File: src/rtl/core/ufb_pkg.sv
`default_nettype none
package ufb_pkg;

	localparam logic [15:0] CrcInit = 16'hFFFF;
	localparam logic [15:0] CrcPoly = 16'h1021;
	localparam logic [15:0] CrcTop  = 16'h8000;

	localparam logic [7:0] SofFirstRst  = 8'hAA;
	localparam logic [7:0] SofSecondRst = 8'h55;

	localparam int QueueDepth = 4;

	typedef enum logic {
		CFG_SOF_FIRST  = 1'b0,
		CFG_SOF_SECOND = 1'b1
	} cfg_idx_t;

	typedef enum logic {
		KIND_HEADER  = 1'b0,
		KIND_PAYLOAD = 1'b1
	} kind_t;

	// One classified item on its way to the serializer. For a header, lead is the
	// message id; for a payload item it is the data byte.
	typedef struct packed {
		logic        is_hdr;
		logic [7:0]  lead;
		logic [15:0] len;
		logic        crc_end;
	} cmd_t;

	typedef struct packed {
		logic full;
		logic empty;
	} q_status_t;

	function automatic logic [15:0] crc_feed(input logic [15:0] crc, input logic [7:0] b);
		logic [15:0] c;
		c = crc ^ {b, 8'h00};
		for (int i = 0; i < 8; i++) begin
			if ((c & CrcTop) != 16'h0000) begin
				c = (c << 1) ^ CrcPoly;
			end else begin
				c = c << 1;
			end
		end
		return c;
	endfunction

endpackage
`default_nettype wire

File: src/rtl/core/ufb_in_if.sv
`default_nettype none
interface ufb_in_if;
	logic        valid;
	logic        ready;
	logic        kind;
	logic [7:0]  msg_id;
	logic [15:0] payload_length;
	logic [7:0]  data_byte;

	modport source (output valid, kind, msg_id, payload_length, data_byte, input ready);
	modport sink (input valid, kind, msg_id, payload_length, data_byte, output ready);
endinterface
`default_nettype wire

File: src/rtl/core/ufb_out_if.sv
`default_nettype none
interface ufb_out_if;
	logic       valid;
	logic       ready;
	logic [7:0] out_byte;
	logic       run_last;
	logic       frame_end;

	modport source (output valid, out_byte, run_last, frame_end, input ready);
	modport sink (input valid, out_byte, run_last, frame_end, output ready);
endinterface
`default_nettype wire

File: src/rtl/core/ufb_front.sv
`default_nettype none
module ufb_front
	import ufb_pkg::*;
(
	input  wire logic      clk,
	input  wire logic      arst_n,
	ufb_in_if.sink         items,
	input  wire q_status_t q_stat,
	output logic           push,
	output cmd_t           push_cmd
);

	logic        in_frame_q;
	logic [15:0] bytes_left_q;
	logic        accept;
	logic        last_byte;

	assign items.ready = !q_stat.full;
	assign accept      = items.valid && items.ready;
	assign last_byte   = (bytes_left_q == 16'd1);

	always_comb begin
		push_cmd = '0;
		push     = 1'b0;
		if (kind_t'(items.kind) == KIND_HEADER) begin
			push_cmd.is_hdr  = 1'b1;
			push_cmd.lead    = items.msg_id;
			push_cmd.len     = items.payload_length;
			push_cmd.crc_end = (items.payload_length == 16'd0);
			push             = accept;
		end else begin
			push_cmd.is_hdr  = 1'b0;
			push_cmd.lead    = items.data_byte;
			push_cmd.crc_end = last_byte;
			// Payload that arrives outside a frame is dropped here.
			push             = accept && in_frame_q;
		end
	end

	always_ff @(posedge clk or negedge arst_n) begin
		if (!arst_n) begin
			in_frame_q   <= 1'b0;
			bytes_left_q <= '0;
		end else if (accept) begin
			if (kind_t'(items.kind) == KIND_HEADER) begin
				in_frame_q   <= (items.payload_length != 16'd0);
				bytes_left_q <= items.payload_length;
			end else if (in_frame_q) begin
				bytes_left_q <= bytes_left_q - 16'd1;
				if (last_byte) begin
					in_frame_q <= 1'b0;
				end
			end
		end
	end

endmodule
`default_nettype wire

File: src/rtl/core/ufb_queue.sv
`default_nettype none
module ufb_queue
	import ufb_pkg::*;
#(
	parameter int DEPTH = QueueDepth
) (
	input  wire logic  clk,
	input  wire logic  arst_n,
	input  wire logic  push,
	input  wire cmd_t  push_cmd,
	input  wire logic  pop,
	output cmd_t       head,
	output q_status_t  q_stat
);

	localparam int PtrW = (DEPTH > 1) ? $clog2(DEPTH) : 1;
	localparam int CntW = $clog2(DEPTH + 1);
	localparam logic [PtrW-1:0] LastPtr = PtrW'(DEPTH - 1);
	localparam logic [CntW-1:0] FullCnt = CntW'(DEPTH);

	cmd_t            mem_q [DEPTH];
	logic [PtrW-1:0] wr_ptr_q;
	logic [PtrW-1:0] rd_ptr_q;
	logic [CntW-1:0] count_q;
	logic            do_push;
	logic            do_pop;

	assign q_stat.full  = (count_q == FullCnt);
	assign q_stat.empty = (count_q == '0);
	assign do_push      = push && !q_stat.full;
	assign do_pop       = pop && !q_stat.empty;
	assign head         = mem_q[rd_ptr_q];

	always_ff @(posedge clk) begin
		if (do_push) begin
			mem_q[wr_ptr_q] <= push_cmd;
		end
	end

	always_ff @(posedge clk or negedge arst_n) begin
		if (!arst_n) begin
			wr_ptr_q <= '0;
			rd_ptr_q <= '0;
			count_q  <= '0;
		end else begin
			if (do_push) begin
				wr_ptr_q <= (wr_ptr_q == LastPtr) ? '0 : wr_ptr_q + 1'b1;
			end
			if (do_pop) begin
				rd_ptr_q <= (rd_ptr_q == LastPtr) ? '0 : rd_ptr_q + 1'b1;
			end
			if (do_push && !do_pop) begin
				count_q <= count_q + 1'b1;
			end else if (do_pop && !do_push) begin
				count_q <= count_q - 1'b1;
			end
		end
	end

endmodule
`default_nettype wire

File: src/rtl/core/ufb_back.sv
`default_nettype none
module ufb_back
	import ufb_pkg::*;
(
	input  wire logic       clk,
	input  wire logic       arst_n,
	input  wire logic [7:0] sof_first,
	input  wire logic [7:0] sof_second,
	input  wire cmd_t       head,
	input  wire q_status_t  q_stat,
	output logic            pop,
	ufb_out_if.source       frames
);

	// STEP_LEAD is the first byte of any command: sof_first for a header,
	// the data byte for a payload item.
	typedef enum logic [2:0] {
		STEP_LEAD = 3'd0,
		STEP_SOF2 = 3'd1,
		STEP_ID   = 3'd2,
		STEP_LH   = 3'd3,
		STEP_LL   = 3'd4,
		STEP_CRCH = 3'd5,
		STEP_CRCL = 3'd6
	} step_t;

	step_t       step_q;
	step_t       step_nx;
	logic [15:0] crc_q;
	logic [15:0] crc_nx;
	logic        valid_q;
	logic [7:0]  byte_q;
	logic        last_q;
	logic        end_q;
	logic [7:0]  byte_nx;
	logic        done;
	logic        fend;
	logic        advance;

	assign advance = !q_stat.empty && (!valid_q || frames.ready);
	assign pop     = advance && done;

	always_comb begin
		step_nx = STEP_LEAD;
		crc_nx  = crc_q;
		byte_nx = head.lead;
		done    = 1'b0;
		fend    = 1'b0;
		case (step_q)
			STEP_LEAD: begin
				if (head.is_hdr) begin
					byte_nx = sof_first;
					step_nx = STEP_SOF2;
				end else begin
					byte_nx = head.lead;
					crc_nx  = crc_feed(crc_q, head.lead);
					done    = !head.crc_end;
					step_nx = head.crc_end ? STEP_CRCH : STEP_LEAD;
				end
			end
			STEP_SOF2: begin
				byte_nx = sof_second;
				step_nx = STEP_ID;
			end
			STEP_ID: begin
				byte_nx = head.lead;
				crc_nx  = crc_feed(CrcInit, head.lead);
				step_nx = STEP_LH;
			end
			STEP_LH: begin
				byte_nx = head.len[15:8];
				crc_nx  = crc_feed(crc_q, head.len[15:8]);
				step_nx = STEP_LL;
			end
			STEP_LL: begin
				byte_nx = head.len[7:0];
				crc_nx  = crc_feed(crc_q, head.len[7:0]);
				done    = !head.crc_end;
				step_nx = head.crc_end ? STEP_CRCH : STEP_LEAD;
			end
			STEP_CRCH: begin
				byte_nx = crc_q[15:8];
				step_nx = STEP_CRCL;
			end
			STEP_CRCL: begin
				byte_nx = crc_q[7:0];
				crc_nx  = CrcInit;
				done    = 1'b1;
				fend    = 1'b1;
				step_nx = STEP_LEAD;
			end
			default: begin
				step_nx = STEP_LEAD;
			end
		endcase
	end

	always_ff @(posedge clk or negedge arst_n) begin
		if (!arst_n) begin
			step_q  <= STEP_LEAD;
			crc_q   <= CrcInit;
			valid_q <= 1'b0;
			byte_q  <= '0;
			last_q  <= 1'b0;
			end_q   <= 1'b0;
		end else begin
			if (advance) begin
				step_q  <= step_nx;
				crc_q   <= crc_nx;
				valid_q <= 1'b1;
				byte_q  <= byte_nx;
				last_q  <= done;
				end_q   <= fend;
			end else if (frames.ready) begin
				valid_q <= 1'b0;
			end
		end
	end

	assign frames.valid     = valid_q;
	assign frames.out_byte  = byte_q;
	assign frames.run_last  = last_q;
	assign frames.frame_end = end_q;

endmodule
`default_nettype wire

File: src/rtl/core/uart_frame_builder_crc16.sv
// Packet framer with a CRC16-CCITT trailer (poly 0x1021, init 0xFFFF, MSB first).
// Channel items takes header items (kind 0: msg_id, payload_length) and payload
// items (kind 1: data_byte). Channel frames delivers the framed byte stream, one
// byte per transaction, with run_last on the final byte caused by an item and
// frame_end on the CRC low byte that closes a frame.
// A header produces sof_first, sof_second, id, length high, length low, and the
// two CRC bytes at once if the length is zero. A payload byte produces itself,
// followed by the CRC bytes when it is the last one of its frame. Payload outside
// a frame is dropped; a new header abandons an open frame without a CRC.
// An accepted item enters a small command queue, and its first byte is then
// loaded into the output register. The serializer emits one byte per cycle
// while frames is ready, so payload items sustain one per cycle; a header
// occupies five bytes, or seven with a zero length; a frame's last byte adds two.
// Reset clears the queue and the output register, sets the CRC to 0xFFFF and the
// start-of-frame registers to 0xAA and 0x55. When frames is stalled the output
// byte holds, the queue fills, and items.ready drops only once the queue is full.
// Configuration writes (cfg_wen, cfg_idx, cfg_data) take effect on the next edge.
`default_nettype none
module uart_frame_builder_crc16
	import ufb_pkg::*;
#(
	parameter int QUEUE_DEPTH = QueueDepth
) (
	input  wire logic       clk,
	input  wire logic       arst_n,
	ufb_in_if.sink          items,
	ufb_out_if.source       frames,
	input  wire logic       cfg_wen,
	input  wire logic       cfg_idx,
	input  wire logic [7:0] cfg_data
);

	logic [7:0] sof_first_q;
	logic [7:0] sof_second_q;
	logic       push;
	cmd_t       push_cmd;
	logic       pop;
	cmd_t       head;
	q_status_t  q_stat;

	always_ff @(posedge clk or negedge arst_n) begin
		if (!arst_n) begin
			sof_first_q  <= SofFirstRst;
			sof_second_q <= SofSecondRst;
		end else if (cfg_wen) begin
			case (cfg_idx_t'(cfg_idx))
				CFG_SOF_FIRST:  sof_first_q  <= cfg_data;
				CFG_SOF_SECOND: sof_second_q <= cfg_data;
				default: begin
				end
			endcase
		end
	end

	ufb_front u_front (
		.clk      (clk),
		.arst_n   (arst_n),
		.items    (items),
		.q_stat   (q_stat),
		.push     (push),
		.push_cmd (push_cmd)
	);

	ufb_queue #(
		.DEPTH (QUEUE_DEPTH)
	) u_queue (
		.clk      (clk),
		.arst_n   (arst_n),
		.push     (push),
		.push_cmd (push_cmd),
		.pop      (pop),
		.head     (head),
		.q_stat   (q_stat)
	);

	ufb_back u_back (
		.clk        (clk),
		.arst_n     (arst_n),
		.sof_first  (sof_first_q),
		.sof_second (sof_second_q),
		.head       (head),
		.q_stat     (q_stat),
		.pop        (pop),
		.frames     (frames)
	);

endmodule
`default_nettype wire

File: src/flat_wrapper.sv
// flat-port wrapper written by rule: the top's interface ports become plain ports
module uart_frame_builder_crc16_flat import ufb_pkg::*;
#(
	parameter int QUEUE_DEPTH = QueueDepth
)
  (clk, arst_n, cfg_wen, cfg_idx, cfg_data, items_valid, items_kind, items_msg_id, items_payload_length, items_data_byte, items_ready, frames_valid, frames_out_byte, frames_run_last, frames_frame_end, frames_ready);
  ufb_in_if items_i ();
  ufb_out_if frames_i ();
  input  wire logic clk;
  input  wire logic arst_n;
  input  wire logic cfg_wen;
  input  wire logic cfg_idx;
  input  wire logic [7:0] cfg_data;
  input wire logic [$bits(items_i.valid)-1:0] items_valid;
  input wire logic [$bits(items_i.kind)-1:0] items_kind;
  input wire logic [$bits(items_i.msg_id)-1:0] items_msg_id;
  input wire logic [$bits(items_i.payload_length)-1:0] items_payload_length;
  input wire logic [$bits(items_i.data_byte)-1:0] items_data_byte;
  output wire logic [$bits(items_i.ready)-1:0] items_ready;
  output wire logic [$bits(frames_i.valid)-1:0] frames_valid;
  output wire logic [$bits(frames_i.out_byte)-1:0] frames_out_byte;
  output wire logic [$bits(frames_i.run_last)-1:0] frames_run_last;
  output wire logic [$bits(frames_i.frame_end)-1:0] frames_frame_end;
  input wire logic [$bits(frames_i.ready)-1:0] frames_ready;
  assign items_i.valid = items_valid;
  assign items_i.kind = items_kind;
  assign items_i.msg_id = items_msg_id;
  assign items_i.payload_length = items_payload_length;
  assign items_i.data_byte = items_data_byte;
  assign items_ready = items_i.ready;
  assign frames_valid = frames_i.valid;
  assign frames_out_byte = frames_i.out_byte;
  assign frames_run_last = frames_i.run_last;
  assign frames_frame_end = frames_i.frame_end;
  assign frames_i.ready = frames_ready;
  uart_frame_builder_crc16 #(.QUEUE_DEPTH(QUEUE_DEPTH)) u_core (.clk(clk), .arst_n(arst_n), .items(items_i), .frames(frames_i), .cfg_wen(cfg_wen), .cfg_idx(cfg_idx), .cfg_data(cfg_data));
endmodule
File: config.mk
export PLATFORM = sky130hd
export DESIGN_NAME = uart_frame_builder_crc16_flat
export DESIGN_NICKNAME = d
export VERILOG_FILES = /design/src/rtl/core/ufb_pkg.sv /design/src/rtl/core/ufb_in_if.sv /design/src/rtl/core/ufb_out_if.sv /design/src/rtl/core/ufb_front.sv /design/src/rtl/core/ufb_queue.sv /design/src/rtl/core/ufb_back.sv /design/src/rtl/core/uart_frame_builder_crc16.sv /design/src/flat_wrapper.sv
export SDC_FILE = /design/constraint.sdc
export NUM_CORES = 1
export LEC_CHECK = 0
export ABC_AREA = 1
export BUFFER_PORTS_ARGS = -buffer_cell sky130_fd_sc_hd__clkbuf_2
export CAP_MARGIN = 30
export CORE_AREA = 5 5 134 136
export CTS_CLUSTER_DIAMETER = 100
export DETAILED_ROUTE_END_ITERATION = 6
export DIE_AREA = 0 0 139 141
export PLACE_DENSITY = 0.77
export SYNTH_ARGS = -nofsm -noshare
export SYNTH_HDL_FRONTEND = slang
export SYNTH_HIERARCHICAL = 1
export SYNTH_SLANG_ARGS = --single-unit
File: constraint.sdc
create_clock -name clk -period 3.1 [get_ports clk]
set_input_delay 0.62 -clock clk [delete_from_list [all_inputs] [get_ports clk]]
set_output_delay 0.62 -clock clk [all_outputs]
set_load 0.02 [all_outputs]
==> impl_metrics.toml <==
[final_layout]
drive_above_1_share_pct = 14.9
seqCellArea_um2 = 4910
design_area_um2 = 11100
final_cell_mix = "nand2_1, inv_1, nand3_1"
nets = 1357
diodes = 0
area_growth_pct = 9.84
multi_input_area_um2 = 4190
post_layout_nonfiller_instances = 1539
final_common_cell = "nand2_1"
fillers = 1397

[cts]
clock_path_buffers = 2
hold_buffers = 0
clock_sinks = 174
clock_latency_ns = 0.44
htreeDepth = 4
post_cts_buffers = 0
cts_tree = "yes"
cts-buffers-inserted = 17
cts_resized = 0
clk_pin_slew_worst_paths_ns = 0.07
cts-root-buf = "clkbuf_16"

[logic_synthesis]
syn-num-nets = 1306
synth-edff-count = 104
synth_area_um2 = 10100
yosysTopAreaCell = "edfxtp_1"
ys_ff_latch = 174
synth.distinct_cells = 45
synth_area_per_cell_um2 = 8.10
async_reset_ff_share_pct = 40.2
synth-main-ff-cell = "edfxtp_1"
synth_top_area_share_pct = 30.9
synthCells = 1250
ys_warn_count = 6
synth_area_leaders = "edfxtp_1, nand2_1, dfrtp_1, dfstp_2, inv_1"
seq_area_frac_synth_pct = 48.5

[floorplan]
dieArea_um2 = 19600
fp-row-count = 48
core_area_um2 = 16800
die_x_um = 139
initial_core_util_pct = 60.2
die_y_um = 141
boundaryPins = 59

[flow_run]
drv_cap = 0

[run_status]
status = "complete, but fails checks"
violations = "design-rule violations"

[timing]
worst_slack_ns = 0.410
hold_violations = 0
setup_tns_ns = 0
fin_skew_ns = 0.0156
fin_crit_sh_pct = 86.8
fmax_mhz = 372
tightestPinTransition_ns = 0.676
period_needed_ns = 2.69
setup_violations = 0
drv_slew = 0
max-slew-margin-rel_pct = 54.8
rsz0062_at_grt = "no"

[detailed_routing]
route.vias.total = 8430
drtPass1Iterations = 7
drc = 1
drt_iter0_drc = 955
wl_per_cell_um = 16.5
final_antenna_net_count = 0
routed_wirelength_um = 25400
vias_per_cell = 5.48

[placed_design]
dp_hpwl_um = 18200
place_area_um2 = 10500
placed_cells = 1507
gp_congestion = 0.956
pre_cts_slack_ns = 0.444
io_buffers = 58

[worst_setup_path]
critPathTopFamily = "simple AND/OR/NAND/NOR gates"
crit_chain = "buf_4 -> nand2_1 -> o211ai_1 -> nand2_1 -> inv_1 -> o2111ai_1 -> nand2_1 -> nand2_1 -> ha_1 -> inv_1 -> fa_1 -> nand2_1 -> nand3_1 -> nand2_1 -> nand2_1"
critPathKind = "flop to flop"
critPathBufInv = 3
max_stage_delay_ns = 0.58
startpoint_type = "flop"
cp_common_cell = "nand2_1"
slowest_stage = "dfrtp_4"
cp.arrival_ns = 3.02
crit_required_ns = 3.43
path_max_fanout = 22
worstSetupEndpointType = "flop"

[global_routing]
grt_pass1_vias = 7971
globalRouteTotalUtil_pct = 26.1
antenna_found_initial = 0
grt_pass1_wl_um = 40600
grt_max_degree = 40
gr-total-overflow = 0

[worst_hold_path]
hold_path.class = "input pin to asynchronous set/reset pin"

[power]
p_leak_nw = 5.22
pwr_density_cell_nw_per_um2 = 1100
ir_drop_mv = 0.527
## sequential cells by signal, indices dropped and copies added, names as in the netlist
| register | cells |
|---|---|
| u_core/u_front/bytes_left_q | 16 |
| u_core/sof_second_q | 8 |
| u_core/u_back/frames.valid | 1 |
| u_core/u_front/in_frame_q | 1 |
| u_core/u_queue/rd_ptr_q | 2 |
| u_core/u_back/frames.out_byte | 8 |
| u_core/u_back/frames.run_last | 1 |
| u_core/u_back/crc_q | 16 |
| u_core/sof_first_q | 8 |
| u_core/u_back/step_q | 3 |
| u_core/u_queue/wr_ptr_q | 2 |
| u_core/u_back/frames.frame_end | 1 |
| u_core/u_queue/count_q | 3 |
| u_core/u_queue/mem_q | 104 |
## Yosys cell counts (18+ instances only)
cell type / number
nand2_1: 412
o211ai_1: 35
buf_6: 18
o21ai_0: 32
dfrtp_1: 46
inv_1: 163
o211ai_2: 22
nor2_1: 96
edfxtp_1: 104
nand3_1: 118
a21oi_1: 40
buf_2: 20
dfstp_2: 24
## kinds of logic (layout without fill, tap and decap cells)
family | count (synthesis) | after routing | share of synthesized area (%)
and+or+nand+nor | 657 | 657 | 27.1
buffers and inverters | 224 | 288 | 10.2
DFF | 174 | 174 | 48.5
AOI/OAI and AO/OA | 167 | 167 | 11.4
xor gates and xnor gates | 19 | 19 | 1.64
adders and majority gates | 9 | 9 | 1.19
## worst register-to-register path, stage by stage, from the launching register on
cell       delay [ns]
dfrtp_4          0.58
buf_4            0.25
nand2_1          0.09
o211ai_1         0.09
nand2_1          0.14
inv_1            0.07
o2111ai_1        0.12
nand2_1          0.13
nand2_1          0.17
ha_1             0.19
inv_1            0.07
fa_1             0.40
nand2_1          0.11
nand3_1          0.08
nand2_1          0.06
nand2_1          0.05
## per-layer routing
metal	global-route usage (%)	up-vias	wire length (um)
li1	-	4169	-
met1	33.7	3850	10500
met2	43.9	351	12300
met3	5.43	60	1660
met4	9.84	0	947
met5	0	-	0
## where the power goes
part	switching (W)	internal, W	total [W]
clock	0.000975	0.00113	0.00211
combinational	0.00437	0.00203	0.00640
sequential	0.000549	0.00320	0.00375
total	0.00590	0.00637	0.0123
## layout make-up
cell class | count | share of cell area [%]
Clock buffer | 17 | 3.83
Timing Repair Buffer | 79 | 4.28
Clock inverter | 15 | 1.44
Tap cell | 225 | 2.53
Inverter | 177 | 6.09
Multi-Input combinational cell | 852 | 37.7
Sequential cell | 174 | 44.1
## final timing paths
path | startpoint | endpoint | slack, ns | depth (start not counted)
setup / recovery | u_core/u_queue/rd_ptr_q[0] | u_core/u_queue/count_q[2] | 0.41 | 15
setup reg to reg | u_core/u_queue/rd_ptr_q[0] | u_core/u_queue/count_q[2] | 0.41 | 15
hold / removal | arst_n | u_core/sof_second_q[3] | 0.19 | 1
min in group clk | cfg_data[7] | u_core/sof_first_q[7] | 0.40 | 3
hold reg to reg | u_core/sof_second_q[4] | u_core/sof_second_q[4] | 0.47 | 2
max in group asynchronous | arst_n | u_core/u_back/crc_q[2] | 2.28 | 2
## through the flow
step | utilization (%) | hold slack, ns | total power, W
after CTS | 66.1 | 0.193 | 0.0122
after detailed placement | 62.6 | 0.459 | 0.0100
after global routing | 66.1 | 0.205 | 0.0132
after global placement | 62.6 | 0.453 | 0.00989
after floorplan | - | 0.324 | 0.00854
final | 66.1 | 0.188 | 0.0123
Power figures use the tool's default switching activity.
